<file path="src/rtl/sase_pkg.sv">
// Package for the escape sequence stripper: widths, byte codes, parser modes, result type.
package sase_pkg;

    // Width of the kept byte counter and of the reported length
    localparam int LENGTH_WIDTH = 16;
    localparam int OUT_LENGTH_W = 16;

    // Byte codes
    localparam logic [7:0] BYTE_NUL    = 8'h00;
    localparam logic [7:0] BYTE_BEL    = 8'h07;
    localparam logic [7:0] BYTE_ESC    = 8'h1B;
    localparam logic [7:0] BYTE_CSI8   = 8'h9B;
    localparam logic [7:0] BYTE_OSC8   = 8'h9D;
    localparam logic [7:0] BYTE_DCS8   = 8'h90;
    localparam logic [7:0] BYTE_ST8    = 8'h9C;
    localparam logic [7:0] BYTE_LBRACK = 8'h5B;
    localparam logic [7:0] BYTE_RBRACK = 8'h5D;
    localparam logic [7:0] BYTE_BSLASH = 8'h5C;
    localparam logic [7:0] BYTE_DCS    = 8'h50;
    localparam logic [7:0] BYTE_SOS    = 8'h58;
    localparam logic [7:0] BYTE_PM     = 8'h5E;
    localparam logic [7:0] BYTE_APC    = 8'h5F;
    localparam logic [7:0] INT_LO      = 8'h20;
    localparam logic [7:0] INT_HI      = 8'h2F;
    localparam logic [7:0] FIN_ESC_LO  = 8'h30;
    localparam logic [7:0] FIN_CSI_LO  = 8'h40;
    localparam logic [7:0] FIN_HI      = 8'h7E;

    // Parser modes
    localparam logic [3:0] M_PLAIN   = 4'd0;
    localparam logic [3:0] M_ESC     = 4'd1;
    localparam logic [3:0] M_ESC_INT = 4'd2;
    localparam logic [3:0] M_CSI     = 4'd3;
    localparam logic [3:0] M_OSC     = 4'd4;
    localparam logic [3:0] M_OSC_ESC = 4'd5;
    localparam logic [3:0] M_STR     = 4'd6;
    localparam logic [3:0] M_STR_ESC = 4'd7;
    localparam logic [3:0] M_STR8    = 4'd8;

    // One result beat
    typedef struct packed {
        logic [7:0]              out_byte;
        logic                    out_last;
        logic [OUT_LENGTH_W-1:0] out_length;
    } sase_result_t;

    // Clamp the kept count to the reported length width
    function automatic logic [OUT_LENGTH_W-1:0] sat_length(input logic [LENGTH_WIDTH-1:0] n);
        logic [31:0] wide;
        wide = 32'(n);
        if (wide > 32'h0000_FFFF) begin
            return {OUT_LENGTH_W{1'b1}};
        end
        return wide[OUT_LENGTH_W-1:0];
    endfunction

endpackage

</file>
<file path="src/rtl/sase_if.sv">
// Stream interfaces for the text byte input and the result output.
interface sase_in_if import sase_pkg::*; ();
    logic       valid;
    logic       ready;
    logic [7:0] in_byte;

    modport source (output valid, output in_byte, input ready);
    modport sink   (input valid, input in_byte, output ready);
endinterface

interface sase_out_if import sase_pkg::*; ();
    logic                    valid;
    logic                    ready;
    logic [7:0]              out_byte;
    logic                    out_last;
    logic [OUT_LENGTH_W-1:0] out_length;

    modport source (output valid, output out_byte, output out_last, output out_length,
                    input ready);
    modport sink   (input valid, input out_byte, input out_last, input out_length,
                    output ready);
endinterface

</file>
<file path="src/rtl/sase_in_reg.sv">
// Input register stage: captures one text byte per beat.
module sase_in_reg import sase_pkg::*; (
    input  logic       clk,
    input  logic       rst_n,
    sase_in_if.sink    text,
    input  logic       take,
    output logic       held_valid,
    output logic [7:0] held_byte
);

    logic       valid_reg;
    logic       valid_next;
    logic [7:0] byte_reg;
    logic       load;

    // Ready whenever the stage is empty or is being emptied this cycle
    assign text.ready = !valid_reg || take;
    assign load       = text.valid && text.ready;

    always_comb
    begin
        valid_next = valid_reg;
        if (load)
        begin
            valid_next = 1'b1;
        end
        else if (take)
        begin
            valid_next = 1'b0;
        end
    end

    always_ff @(posedge clk or negedge rst_n)
    begin
        if (!rst_n)
        begin
            valid_reg <= 1'b0;
        end
        else
        begin
            valid_reg <= valid_next;
        end
    end

    // Payload, no reset needed
    always_ff @(posedge clk)
    begin
        if (load)
        begin
            byte_reg <= text.in_byte;
        end
    end

    assign held_valid = valid_reg;
    assign held_byte  = byte_reg;

endmodule

</file>
<file path="src/rtl/sase_parser.sv">
// Escape sequence parser: mode and kept count registers with the per-byte decision logic.
module sase_parser import sase_pkg::*; (
    input  logic         clk,
    input  logic         rst_n,
    input  logic         step,
    input  logic [7:0]   cur_byte,
    output logic         emit,
    output sase_result_t result
);

    logic [3:0]              mode_reg;
    logic [3:0]              mode_next;
    logic [LENGTH_WIDTH-1:0] count_reg;
    logic [LENGTH_WIDTH-1:0] count_next;
    logic                    as_plain;
    logic                    is_int;
    logic                    is_esc_fin;
    logic                    is_csi_fin;

    assign is_int     = (cur_byte >= INT_LO) && (cur_byte <= INT_HI);
    assign is_esc_fin = (cur_byte >= FIN_ESC_LO) && (cur_byte <= FIN_HI);
    assign is_csi_fin = (cur_byte >= FIN_CSI_LO) && (cur_byte <= FIN_HI);

    // Next mode and result for the byte in the input register
    always_comb
    begin
        mode_next  = mode_reg;
        count_next = count_reg;
        as_plain   = 1'b0;
        emit       = 1'b0;
        result     = '{out_byte: cur_byte, out_last: 1'b0, out_length: '0};

        if (cur_byte == BYTE_NUL)
        begin
            // End of string in any mode: terminator with the kept length
            emit       = 1'b1;
            result     = '{out_byte: BYTE_NUL, out_last: 1'b1,
                           out_length: sat_length(count_reg)};
            mode_next  = M_PLAIN;
            count_next = '0;
        end
        else
        begin
            unique case (mode_reg)
                M_ESC:
                begin
                    if (cur_byte == BYTE_LBRACK)
                    begin
                        mode_next = M_CSI;
                    end
                    else if (cur_byte == BYTE_RBRACK)
                    begin
                        mode_next = M_OSC;
                    end
                    else if (cur_byte == BYTE_DCS || cur_byte == BYTE_SOS ||
                             cur_byte == BYTE_PM || cur_byte == BYTE_APC)
                    begin
                        mode_next = M_STR;
                    end
                    else if (is_int)
                    begin
                        mode_next = M_ESC_INT;
                    end
                    else if (is_esc_fin)
                    begin
                        mode_next = M_PLAIN;
                    end
                    else
                    begin
                        as_plain = 1'b1;
                    end
                end
                M_ESC_INT:
                begin
                    if (is_int)
                    begin
                        mode_next = M_ESC_INT;
                    end
                    else if (is_esc_fin)
                    begin
                        mode_next = M_PLAIN;
                    end
                    else
                    begin
                        as_plain = 1'b1;
                    end
                end
                M_CSI:
                begin
                    if (is_csi_fin)
                    begin
                        mode_next = M_PLAIN;
                    end
                end
                M_OSC, M_OSC_ESC:
                begin
                    // A backslash only terminates straight after ESC
                    if (mode_reg == M_OSC_ESC && cur_byte == BYTE_BSLASH)
                    begin
                        mode_next = M_PLAIN;
                    end
                    else if (cur_byte == BYTE_BEL)
                    begin
                        mode_next = M_PLAIN;
                    end
                    else if (cur_byte == BYTE_ESC)
                    begin
                        mode_next = M_OSC_ESC;
                    end
                    else
                    begin
                        mode_next = M_OSC;
                    end
                end
                M_STR, M_STR_ESC:
                begin
                    if (mode_reg == M_STR_ESC && cur_byte == BYTE_BSLASH)
                    begin
                        mode_next = M_PLAIN;
                    end
                    else if (cur_byte == BYTE_ESC)
                    begin
                        mode_next = M_STR_ESC;
                    end
                    else
                    begin
                        mode_next = M_STR;
                    end
                end
                M_STR8:
                begin
                    if (cur_byte == BYTE_ST8)
                    begin
                        mode_next = M_PLAIN;
                    end
                end
                default:
                begin
                    // Plain text, and any mode code that names no mode
                    as_plain = 1'b1;
                end
            endcase

            // Plain text handling: introducers or a kept byte
            if (as_plain)
            begin
                if (cur_byte == BYTE_ESC)
                begin
                    mode_next = M_ESC;
                end
                else if (cur_byte == BYTE_CSI8)
                begin
                    mode_next = M_CSI;
                end
                else if (cur_byte == BYTE_OSC8 || cur_byte == BYTE_DCS8)
                begin
                    mode_next = M_STR8;
                end
                else
                begin
                    mode_next = M_PLAIN;
                    emit      = 1'b1;
                    if (count_reg != {LENGTH_WIDTH{1'b1}})
                    begin
                        count_next = count_reg + LENGTH_WIDTH'(1);
                    end
                end
            end
        end
    end

    always_ff @(posedge clk or negedge rst_n)
    begin
        if (!rst_n)
        begin
            mode_reg  <= M_PLAIN;
            count_reg <= '0;
        end
        else if (step)
        begin
            mode_reg  <= mode_next;
            count_reg <= count_next;
        end
    end

endmodule

</file>
<file path="src/rtl/sase_out_reg.sv">
// Result register stage: holds one result beat until the sink takes it.
module sase_out_reg import sase_pkg::*; (
    input  logic         clk,
    input  logic         rst_n,
    input  logic         load,
    input  sase_result_t load_data,
    output logic         free,
    sase_out_if.source   result
);

    logic         valid_reg;
    logic         valid_next;
    sase_result_t data_reg;

    // Free when empty or when the current beat leaves this cycle
    assign free = !valid_reg || result.ready;

    always_comb
    begin
        valid_next = valid_reg;
        if (load)
        begin
            valid_next = 1'b1;
        end
        else if (result.ready)
        begin
            valid_next = 1'b0;
        end
    end

    always_ff @(posedge clk or negedge rst_n)
    begin
        if (!rst_n)
        begin
            valid_reg <= 1'b0;
        end
        else
        begin
            valid_reg <= valid_next;
        end
    end

    always_ff @(posedge clk)
    begin
        if (load)
        begin
            data_reg <= load_data;
        end
    end

    assign result.valid      = valid_reg;
    assign result.out_byte   = data_reg.out_byte;
    assign result.out_last   = data_reg.out_last;
    assign result.out_length = data_reg.out_length;

endmodule

</file>
<file path="src/rtl/strip_ansi_escape_sequences_core.sv">
// Top level of the ANSI escape sequence stripper.
// Takes one text byte per beat and passes on only plain bytes, dropping 7-bit and 8-bit CSI,
// OSC, DCS/SOS/PM/APC and ESC-with-intermediates sequences. A zero byte ends the string and
// yields a terminator beat (out_last high, out_byte zero) carrying the kept byte count,
// saturated at 65535; the parser then returns to plain text with the count cleared. Dropped
// bytes yield no beat. A byte goes through an input register, the parser logic and a result
// register, so the block sustains one byte per clock while the sink takes beats; while
// a finished result waits to be taken the input register still takes one more byte, and the
// input stalls once both registers are full and the sink holds ready low.
module strip_ansi_escape_sequences_core import sase_pkg::*; (
    input  logic       clk,
    input  logic       rst_n,
    sase_in_if.sink    text,
    sase_out_if.source result
);

    logic         held_valid;
    logic [7:0]   held_byte;
    logic         out_free;
    logic         step;
    logic         emit;
    sase_result_t parsed;

    // The held byte is processed whenever the result register can accept a beat
    assign step = held_valid && out_free;

    sase_in_reg u_in_reg (
        .clk        (clk),
        .rst_n      (rst_n),
        .text       (text),
        .take       (out_free),
        .held_valid (held_valid),
        .held_byte  (held_byte)
    );

    sase_parser u_parser (
        .clk      (clk),
        .rst_n    (rst_n),
        .step     (step),
        .cur_byte (held_byte),
        .emit     (emit),
        .result   (parsed)
    );

    sase_out_reg u_out_reg (
        .clk       (clk),
        .rst_n     (rst_n),
        .load      (step && emit),
        .load_data (parsed),
        .free      (out_free),
        .result    (result)
    );

endmodule

</file>
<file path="src/flat_wrapper.sv">
// flat-port wrapper written by rule: the top's interface ports become plain ports
module strip_ansi_escape_sequences_core_flat import sase_pkg::*;
  (clk, rst_n, text_valid, text_in_byte, text_ready, result_valid, result_out_byte, result_out_last, result_out_length, result_ready);
  sase_in_if text_i ();
  sase_out_if result_i ();
  input  logic clk;
  input  logic rst_n;
  input wire logic [$bits(text_i.valid)-1:0] text_valid;
  input wire logic [$bits(text_i.in_byte)-1:0] text_in_byte;
  output wire logic [$bits(text_i.ready)-1:0] text_ready;
  output wire logic [$bits(result_i.valid)-1:0] result_valid;
  output wire logic [$bits(result_i.out_byte)-1:0] result_out_byte;
  output wire logic [$bits(result_i.out_last)-1:0] result_out_last;
  output wire logic [$bits(result_i.out_length)-1:0] result_out_length;
  input wire logic [$bits(result_i.ready)-1:0] result_ready;
  assign text_i.valid = text_valid;
  assign text_i.in_byte = text_in_byte;
  assign text_ready = text_i.ready;
  assign result_valid = result_i.valid;
  assign result_out_byte = result_i.out_byte;
  assign result_out_last = result_i.out_last;
  assign result_out_length = result_i.out_length;
  assign result_i.ready = result_ready;
  strip_ansi_escape_sequences_core u_core (.clk(clk), .rst_n(rst_n), .text(text_i), .result(result_i));
endmodule
</file>
<file path="config.mk">
export PLATFORM = sky130hd
export DESIGN_NAME = strip_ansi_escape_sequences_core_flat
export DESIGN_NICKNAME = d
export VERILOG_FILES = /design/src/rtl/sase_pkg.sv /design/src/rtl/sase_if.sv /design/src/rtl/sase_in_reg.sv /design/src/rtl/sase_parser.sv /design/src/rtl/sase_out_reg.sv /design/src/rtl/strip_ansi_escape_sequences_core.sv /design/src/flat_wrapper.sv
export SDC_FILE = /design/constraint.sdc
export NUM_CORES = 1
export LEC_CHECK = 0
export BUFFER_PORTS_ARGS = -buffer_cell sky130_fd_sc_hd__buf_2
export CAP_MARGIN = 20
export CORE_MARGIN = 2
export CORE_UTILIZATION = 40
export CTS_CLUSTER_DIAMETER = 80
export CTS_CLUSTER_SIZE = 10
export DETAILED_ROUTE_END_ITERATION = 8
export GPL_ROUTABILITY_DRIVEN = 1
export PLACE_DENSITY = 0.58
export SLEW_MARGIN = 20
export SYNTH_ARGS = -nofsm -noshare
export SYNTH_HDL_FRONTEND = slang
export SYNTH_SLANG_ARGS = --single-unit
</file>
<file path="constraint.sdc">
create_clock -name clk -period 3.33 [get_ports clk]
set_clock_uncertainty 0.1 [all_clocks]
set_input_delay 0.4995 -clock clk [delete_from_list [all_inputs] [get_ports clk]]
set_output_delay 0.4995 -clock clk [all_outputs]
set_load 0.01 [all_outputs]
</file>
Word level (Yosys, flattened, before mapping)
Index checks and enable logic that the tools add are counted.
Word-level totals
  register bits: 55
  input bits: 12
  output and inout port bits: 27
  logic and storage cells: 109
Operators by class
  add/subtract/negate cells: 1
  magnitude comparators: 5
  equality and inequality tests: 27
  muxes and demuxes: 41
  reductions and logical operators: 27
Operators with widths (number)
  16-bit 2-to-1 mux: 6
  8-bit by 7-bit == test with 1-bit output, second input constant: 7
  4-bit 2-to-1 mux: 12
  8-bit == test, second input constant: 4
  4-bit one-hot mux with 6 select lines: 1
  1-bit 2-to-1 mux: 17
  17-bit 2-to-1 mux: 1
  16-bit by 1-bit adder with 16-bit output, second input constant: 1
  4-bit by 3-bit == test with 1-bit output, second input constant: 4
  8-bit by 6-bit >= comparator with 1-bit output, second input constant: 2
  16-bit != test, second input constant: 1
  3-bit 2-to-1 mux: 3
  4-bit by 2-bit == test with 1-bit output, second input constant: 2
  8-bit by 3-bit == test with 1-bit output, second input constant: 1
  8-bit by 5-bit == test with 1-bit output, second input constant: 1
  8-bit by 7-bit >= comparator with 1-bit output, second input constant: 1
  8-bit by 6-bit less-or-equal comparator with 1-bit output, second input constant: 1
  8-bit by 7-bit less-or-equal comparator with 1-bit output, second input constant: 1
  1-bit logical AND: 8
  8-bit zero test: 1
  4-bit != test, second input constant: 2
  2-bit nonzero test: 4
  8-bit nonzero test: 1
  1-bit logical OR: 6
  9 further kinds: 13

Logic depth before layout (Yosys ltp)
Gate-level depths: netlist of the first run.
  depth after elaboration: 13
  mapped depth: 9
  depth with buffers taken out: 7

Modules after synthesis
A second synthesis of the first run with hierarchy kept.
Unflattened totals
  cells, all modules: 280
  area, all modules: 2932.8 um^2
Modules (own cells, without submodules)
  sase_parser: instances 1, cells an instance 238, area an instance 1828.0 um^2, sequential area each 500.5 um^2
  sase_out_reg: instances 1, cells an instance 28, area an instance 798.3 um^2, sequential area each 775.7 um^2
  sase_in_reg: instances 1, cells an instance 12, area an instance 294.0 um^2, sequential area each 265.3 um^2
  strip_ansi_escape_sequences_core: instances 1, cells an instance 2, area an instance 12.5 um^2, sequential area each 0.0 um^2

Worst setup path before layout of the first run
OpenSTA, ideal clock, no wires.
  path type: register to register
  start: register u_core.u_in_reg.byte_reg[0] (netlist: u_core.u_in_reg.held_byte[0])
  end: register u_core.u_out_reg.data_reg (netlist bit u_core.u_out_reg.result.out_byte[0]) (enable)
  library setup time: 0.380 ns
  arrival: 1.977 ns
  data required time: 2.850 ns
  slack: 0.873 ns
  cell stages (with the launch flop): 10
  path buffers: 3
  period minus slack after synthesis: 2.457 ns
  cell sequence: edfxtp_1 -> buf_6 -> and3_4 -> o21ai_0 -> a21o_2 -> and3_4 -> buf_6 -> buf_6 -> o21ai_2 -> inv_1
Between the ends
  longest elaborated chain between the ends: 12
  elaborated cells on any way between the ends: 34
  classes of those cells: order compare: 4; eq/ne: 10; mux: 12; reduce/logical: 8
RTL lines
  start: declaration: line sase_in_reg.sv:13  | logic [7:0] byte_reg;
  start signal: assignment: line sase_in_reg.sv:50  | byte_reg <= text.in_byte;
  8-bit by 6-bit >= comparator with 1-bit output, or another cell as far along: line sase_parser.sv:21  | assign is_esc_fin = (cur_byte >= FIN_ESC_LO) && (cur_byte <= FIN_HI);
  1-bit logical AND or 1-bit logical OR (tied branches): line sase_parser.sv:21, sase_parser.sv:55
  1-bit 2-to-1 mux or 1-bit logical OR (tied branches): line sase_parser.sv:64, sase_parser.sv:79, sase_parser.sv:55
  1-bit 2-to-1 mux or 1-bit logical OR (tied branches): line sase_parser.sv:60, sase_parser.sv:56
  1-bit 2-to-1 mux: line sase_parser.sv:55  | else if (cur_byte == BYTE_DCS || cur_byte == BYTE_SOS ||
  1-bit 2-to-1 mux: line sase_parser.sv:51  | else if (cur_byte == BYTE_RBRACK)
  1-bit 2-to-1 mux: line sase_parser.sv:47  | if (cur_byte == BYTE_LBRACK)
  1-bit one-hot mux with 3 select lines: line sase_parser.sv:44  | unique case (mode_reg)
  1-bit 2-to-1 mux: line sase_parser.sv:33  | if (cur_byte == BYTE_NUL)
  1-bit 2-to-1 mux: line sase_parser.sv:145  | if (as_plain)
  1-bit 2-to-1 mux *: line sase_parser.sv:33
  1-bit logical AND *: line strip_ansi_escape_sequences_core.sv:48  | .load (step && emit),
  named net u_core.u_out_reg.load: line sase_out_reg.sv:5  | input logic load,
  end signal: assignment: line sase_out_reg.sv:47  | data_reg <= load_data;
  end: declaration: line sase_out_reg.sv:13  | sase_result_t data_reg;
Mark *: on every way through the listed nets, which the timed path passes. The rest lies on a longest branch. The select of a mux whose other input is x is not followed.
A chain may end at the register's enable or synchronous reset.

Worst setup path after layout of the first run
  start: register u_core.u_in_reg.byte_reg[0] (netlist: u_core.u_in_reg.held_byte[0])
  end: register u_core.u_out_reg.data_reg (netlist bit u_core.u_out_reg.result.out_length[2]) (enable)
Same word-level chain as after synthesis.

==> impl_metrics.tcl, run 1 <==
set metrics [dict create \
    post_drt_wl_per_cell_um 15.9 \
    ys_seq_elements 55 \
    end_kind "flip-flop" \
    drv_cap 0 \
    synth_enable_flop_cells 33 \
    yosys_warnings 0 \
    final_hold_viol_count 0 \
    cts_setup_buffers 0 \
    viasPerCell 5.71 \
    finalNonFillerCells 405 \
    cp_max_fo 17 \
    worst_slack_ps 822 \
    fmax_mhz 399 \
    avgSynthCellArea_um2 10.6 \
    status "complete, no violations" \
    drc 0 \
    start_util_pct 41.4 \
    clk_latency_ps 310 \
    rsz0062_at_grt "no" \
    slew_violations 0 \
    grt_pass1_vias 2227 \
    ctsResizeCount 0 \
    core_area_um2 7250 \
    tns_ps 0 \
    synth_top_area_share_pct 33.0 \
    io_buffers 38 \
    synthTopCellsByArea "edfxtp_1, dfrtp_1, and2_1" \
    leakagePower_nw 1.28 \
    ir_worst_vdd_mv 0.279 \
    required_ps 3240 \
    grt_max_degree 23 \
    cts_hold_buf 0 \
    synth_nets 296 \
    pre_cts_ws_ps 813 \
    tightest_slew_ps 877 \
    ant_nets 0 \
    syn-cell-area_um2 3000 \
    postSynthCellCount 283 \
    dp_hpwl_um 4530 \
    setup_violations 0 \
    cts_tree "built" \
    rows 31 \
    h-tree-depth 2 \
    grt_pass1_wl_um 11100 \
    cts.sinks 55 \
    drtPass1Iterations 4 \
    place_inst 397 \
    slew_headroom_pct 41.2 \
    syn_to_final_growth_pct 9.29 \
    critical_path_class "reg2reg" \
    postLayoutCoreUtil_pct 45.3 \
    overflow 0 \
    hold_ws_ps 38.0 \
    grt_antenna_before_repair 0 \
    wirelength_um 6450 \
    async_flop_share_pct 40.0 \
    worst_setup_hold_path_clk_slew_ps 100 \
    finalNetCount 318 \
    fin_crit_ps 2510 \
    min_path_type "in2async" \
    vias 2314 \
    dieArea_um2 8220 \
    cts_buffers 5 \
    p_per_area_nw_per_um2 648 \
    globalplace.congestion 0.895 \
    crit_arrival_ps 2420 \
    synth_cell_type_count 65 \
    start_kind "flip-flop" \
    die_width_um 90.7 \
    yosys.area.top_type "edfxtp_1" \
    yosysSeqAreaShare_pct 51.3 \
    ys.flop_type "edfxtp_1" \
    cts-root-buf "clkbuf_8" \
    die_y_um 90.7 \
    final_layout_size_suffix_gt1_share_pct 23.5 \
    grt.total_usage_pct 16.8 \
    num_io_pins 39 \
    clockBufferDepth 2 \
    n_antenna_cell 0 \
    drt_iter0_markers 201 \
    period_share_pct 75.3 \
]
[cell families (layout without fill, tap and decap cells)]
| logic type | Yosys count | after routing | synth area share [%] |
|---|---|---|---|
| buffers and inverters | 31 | 54 | 5.50 |
| muxes | 2 | 2 | 0.666 |
| and+or+nand+nor | 132 | 132 | 26.4 |
| DFF | 55 | 55 | 51.3 |
| adders and majority gates | 1 | 1 | 0.416 |
| AOI/OAI and AO/OA | 62 | 62 | 15.7 |
[area by class of cell]
| class | count | area [um^2] |
|---|---|---|
| clock buffer | 5 | 68.8 |
| clock inverter | 3 | 20.0 |
| fill | 693 | 3970 |
| inverter | 5 | 18.8 |
| multi-input combinational | 197 | 1300 |
| sequential | 55 | 1540 |
| tap | 99 | 124 |
| timing repair buffer | 41 | 213 |
[synthesized netlist by cell type, types with 2 or more instances]
master / count
o21ai_1: 3
a32oi_1: 5
o41ai_1: 2
and3_4: 2
nand2b_1: 2
nand4b_1: 3
nor2b_1: 4
buf_4: 2
mux2i_1: 2
o311ai_1: 6
nor4_1: 4
o21ai_2: 2
nor3_2: 2
nand4_1: 4
dfrtp_1: 22
a31o_2: 2
o21bai_1: 2
o211ai_1: 4
and4b_1: 3
and2_1: 21
nor2_1: 8
buf_6: 4
edfxtp_1: 33
a31oi_1: 5
a32o_1: 2
o21ai_0: 10
buf_2: 9
inv_1: 4
nor3_1: 8
nand3_1: 19
clkbuf_1: 11
nand3b_1: 2
a21oi_1: 4
nand2_1: 31
o31ai_1: 2
and4bb_2: 2
o311a_1: 2
and3_1: 3
[routing by layer]
| layer | vias to the layer above | track usage (%) | routed length, um |
|---|---|---|---|
| met5 | - | 0 | 0 |
| met4 | 0 | 7.69 | 142 |
| met3 | 12 | 3.09 | 259 |
| met2 | 64 | 26.5 | 3080 |
| met1 | 1130 | 22.6 | 2970 |
| li1 | 1108 | - | - |
[stage by stage]
step | cell area (um^2) | power (W)
global placement | 3190 | 0.00177
finish | 3280 | 0.00213
global route | 3280 | 0.00229
floorplan | 3000 | 0.00158
detailed placement | 3190 | 0.00177
CTS | 3280 | 0.00214
[cells in the final DEF, fill, tap and decap left out, drive strengths merged, types with 3 or more instances in the layout]
cell,n
o311ai,6
nor2b,4
o211ai,4
and4b,3
o41ai,3
nand4b,3
clkbuf,5
edfxtp,33
nor4,4
a21oi,4
nor3,10
nand4,5
a32oi,5
and3,5
a31oi,5
inv,5
dfrtp,22
buf,41
nand3,21
nor2,9
nand2,32
o21ai,15
and2,22
[worst max-delay path: stages, from the launching register on]
cell	delay (ps)
edfxtp_1	540
and3_4	250
o21ai_0	170
a21o_2	180
and3_4	300
o21ai_2	80
inv_1	260
buf_4	310
[worst paths after layout]
kind	start	end	slack, ps	cells past startpoint
setup / recovery	u_core.u_in_reg.held_byte[0]$_DFFE_PP_	u_core.u_out_reg.result.out_length[2]$_SDFFCE_PN0P_	820	7
hold / removal	rst_n	u_core.u_parser.count_reg[13]$_DFFE_PN0P_	40	1
setup reg to reg	u_core.u_in_reg.held_byte[0]$_DFFE_PP_	u_core.u_out_reg.result.out_length[2]$_SDFFCE_PN0P_	820	7
hold reg to reg	u_core.u_parser.count_reg[4]$_DFFE_PN0P_	u_core.u_parser.count_reg[4]$_DFFE_PN0P_	410	1
max in group asynchronous	rst_n	u_core.u_parser.count_reg[5]$_DFFE_PN0P_	2740	1
min in group clk	text_in_byte[3]	u_core.u_in_reg.held_byte[3]$_DFFE_PP_	260	1
[where the power goes]
part / total, W / internal, W / switching [W]
combinational: 0.000704 / 0.000275 / 0.000429
clock: 0.000372 / 0.000147 / 0.000225
sequential: 0.00105 / 0.000903 / 0.000149
total: 0.00213 / 0.00132 / 0.000804
Power figures use the tool's default switching activity.
==> run 2: changes to the inputs <==
--- a/config.mk
+++ b/config.mk
@@ -13,7 +13,7 @@
 export CTS_CLUSTER_SIZE = 10
 export DETAILED_ROUTE_END_ITERATION = 8
 export GPL_ROUTABILITY_DRIVEN = 1
-export PLACE_DENSITY = 0.58
+export PLACE_DENSITY = 0.6
 export SLEW_MARGIN = 20
 export SYNTH_ARGS = -nofsm -noshare
 export SYNTH_HDL_FRONTEND = slang
==> constraint.sdc (replaced) <==
create_clock -name clk -period 2.2 [get_ports clk]
set_clock_uncertainty 0.1 [all_clocks]
set_input_delay 0.33 -clock clk [delete_from_list [all_inputs] [get_ports clk]]
set_output_delay 0.33 -clock clk [all_outputs]
set_load 0.01 [all_outputs]
==> run 2 against run 1 <==
Compared with the run above: die area stayed put; register-to-register slack worse by 810 ps; first-iteration DRC count is 35% lower; critical path type unchanged; largest cell class unchanged; highest routed layer unchanged.
==> impl_metrics.tcl, run 2 (synthesized netlist as in run 1, its figures left out) <==
set metrics [dict create \
    period_share_pct 99.5 \
    start_kind "flip-flop" \
    grt.total_usage_pct 16.5 \
    start_util_pct 41.4 \
    cts.sinks 55 \
    cts-root-buf "clkbuf_8" \
    drtPass1Iterations 4 \
    globalplace.congestion 0.919 \
    clk_latency_ps 320 \
    worst_setup_hold_path_clk_slew_ps 100 \
    slew_headroom_pct 65.2 \
    ant_nets 0 \
    overflow 0 \
    viasPerCell 5.49 \
    ir_worst_vdd_mv 0.541 \
    cts_tree "built" \
    tightest_slew_ps 522 \
    fillers 669 \
    end_kind "flip-flop" \
    post_drt_wl_per_cell_um 14.9 \
    wirelength_um 6740 \
    cts_buffers 5 \
    crit_arrival_ps 2170 \
    grt_pass1_wl_um 11000 \
    grt_pass1_vias 2314 \
    grt_max_degree 23 \
    final_cell_mix "buf_4, buf_2, edfxtp_1" \
    holdPathStages 1 \
    min_path_type "in2reg" \
    grt_antenna_before_repair 0 \
    drt_iter0_markers 130 \
    drc 0 \
    final_layout_size_suffix_gt1_share_pct 34.9 \
    n_antenna_cell 0 \
    rsz0062_at_grt "yes" \
    vias 2478 \
    hold_ws_ps 79.9 \
    critical_path_class "reg2reg" \
    placed_cell_area_um2 3440 \
    min-delay-start "text_in_byte[5]" \
    die_y_um 90.7 \
    design_area_um2 3690 \
    setup_violations 0 \
    rr_startpoint "u_core.u_in_reg.held_byte[2]$_DFFE_PP_" \
    num_io_pins 39 \
    layout_commonest_cell "buf_4" \
    syn_to_final_growth_pct 22.9 \
    clockBufferDepth 2 \
    leakagePower_nw 1.51 \
    hold_end "u_core.u_in_reg.held_byte[5]$_DFFE_PP_" \
    required_ps 2180 \
    r2r-end "u_core.u_out_reg.result.out_length[1]$_SDFFCE_PN0P_" \
    die_width_um 90.7 \
    drv_cap 0 \
    p_per_area_nw_per_um2 954 \
    dp_hpwl_um 4640 \
    slew_violations 0 \
    io_buffers 38 \
    final_hold_viol_count 0 \
    postLayoutCoreUtil_pct 50.9 \
    dieArea_um2 8220 \
    fmax_mhz 457 \
    reg2reg_slack_ps 10 \
    h-tree-depth 2 \
    rows 31 \
    cp_max_fo 22 \
    finalNetCount 364 \
    status "complete, no violations" \
    core_area_um2 7250 \
    fin_crit_ps 2190 \
    r2r_cells 7 \
]
run 2: cell count changes in the layout (fill, tap and decap cells not counted), sizes merged:
cell / delta
clkinv: +2
nand3: +1
buf: +44
inv: -1
clkinvlp: -1
dlygate4sd3: +1
run 2: per-stage QoR:
| stage | instances | setup TNS [ps] | power, W | setup WS (ps) |
|---|---|---|---|---|
| final | 451 | 0 | 0.00352 | 10.5 |
| after global routing | 451 | -1110 | 0.00375 | -46.4 |
| after CTS | 433 | 0 | 0.00344 | 9.88 |
| after detailed placement | 424 | 0 | 0.00286 | 37.9 |
| after global placement | 424 | 0 | 0.00286 | 60.7 |
| after floorplan | 283 | -5090 | 0.00242 | -204 |
run 2: power breakdown:
part           internal (W)  switching [W]  leakage, nW  total, W
Sequential          0.00137       0.000164        0.576   0.00153
Combinational      0.000636       0.000785        0.888   0.00142
Clock              0.000229       0.000342       0.0485  0.000571
run 2: worst max path at each step:
stage | start | cells after the start | end
4_1_cts | u_core.u_in_reg.held_byte[3]$_DFFE_PP_ | 7 | u_core.u_out_reg.result.out_length[11]$_SDFFCE_PN0P_
5_1_grt | u_core.u_in_reg.held_byte[2]$_DFFE_PP_ | 7 | u_core.u_out_reg.result.out_length[11]$_SDFFCE_PN0P_
3_5_place_dp | u_core.u_in_reg.held_byte[0]$_DFFE_PP_ | 6 | u_core.u_parser.count_reg[3]$_DFFE_PN0P_
6_report | u_core.u_in_reg.held_byte[2]$_DFFE_PP_ | 7 | u_core.u_out_reg.result.out_length[1]$_SDFFCE_PN0P_
2_1_floorplan | u_core.u_in_reg.held_byte[5]$_DFFE_PP_ | 9 | u_core.u_out_reg.result.out_byte[0]$_SDFFCE_PP0P_
3_3_place_gp | u_core.u_in_reg.held_byte[0]$_DFFE_PP_ | 6 | u_core.u_parser.count_reg[3]$_DFFE_PN0P_
run 2: layout make-up:
class                   count  area, um^2  area share, %
well taps                  99         124           3.36
inverters                   5        27.5          0.746
flip-flops and latches     55        1540           41.8
clock inverters             3        22.5          0.610
repair buffers             86         566           15.3
clock buffers               5        68.8           1.86
multi-input cells         198        1340           36.3
run 2: critical path, cell delays in order, from the launching register on:
cell and delay, ps:
edfxtp_1 490, nand4b_1 290, nand3b_1 240, and2_4 190, and3_4 170, o21ai_4 160
clkinvlp_4 140, buf_12 170
run 2: timing repair:
action | 4_1_cts | 5_1_grt
resized for setup | 0 | 7
endpoints found under the hold margin | 22 | 0
setup endpoints to repair | 0 | 37
setup buffers | 0 | 17
hold buffers | 1 | 0
run 2: routing by layer:
| layer | wire length, um | vias up | track usage, % |
|---|---|---|---|
| met3 | 287 | 16 | 2.92 |
| met4 | 129 | 0 | 6.92 |
| li1 | - | 1203 | - |
| met2 | 3130 | 76 | 25.9 |
| met5 | 0 | - | 0 |
| met1 | 3190 | 1183 | 22.5 |
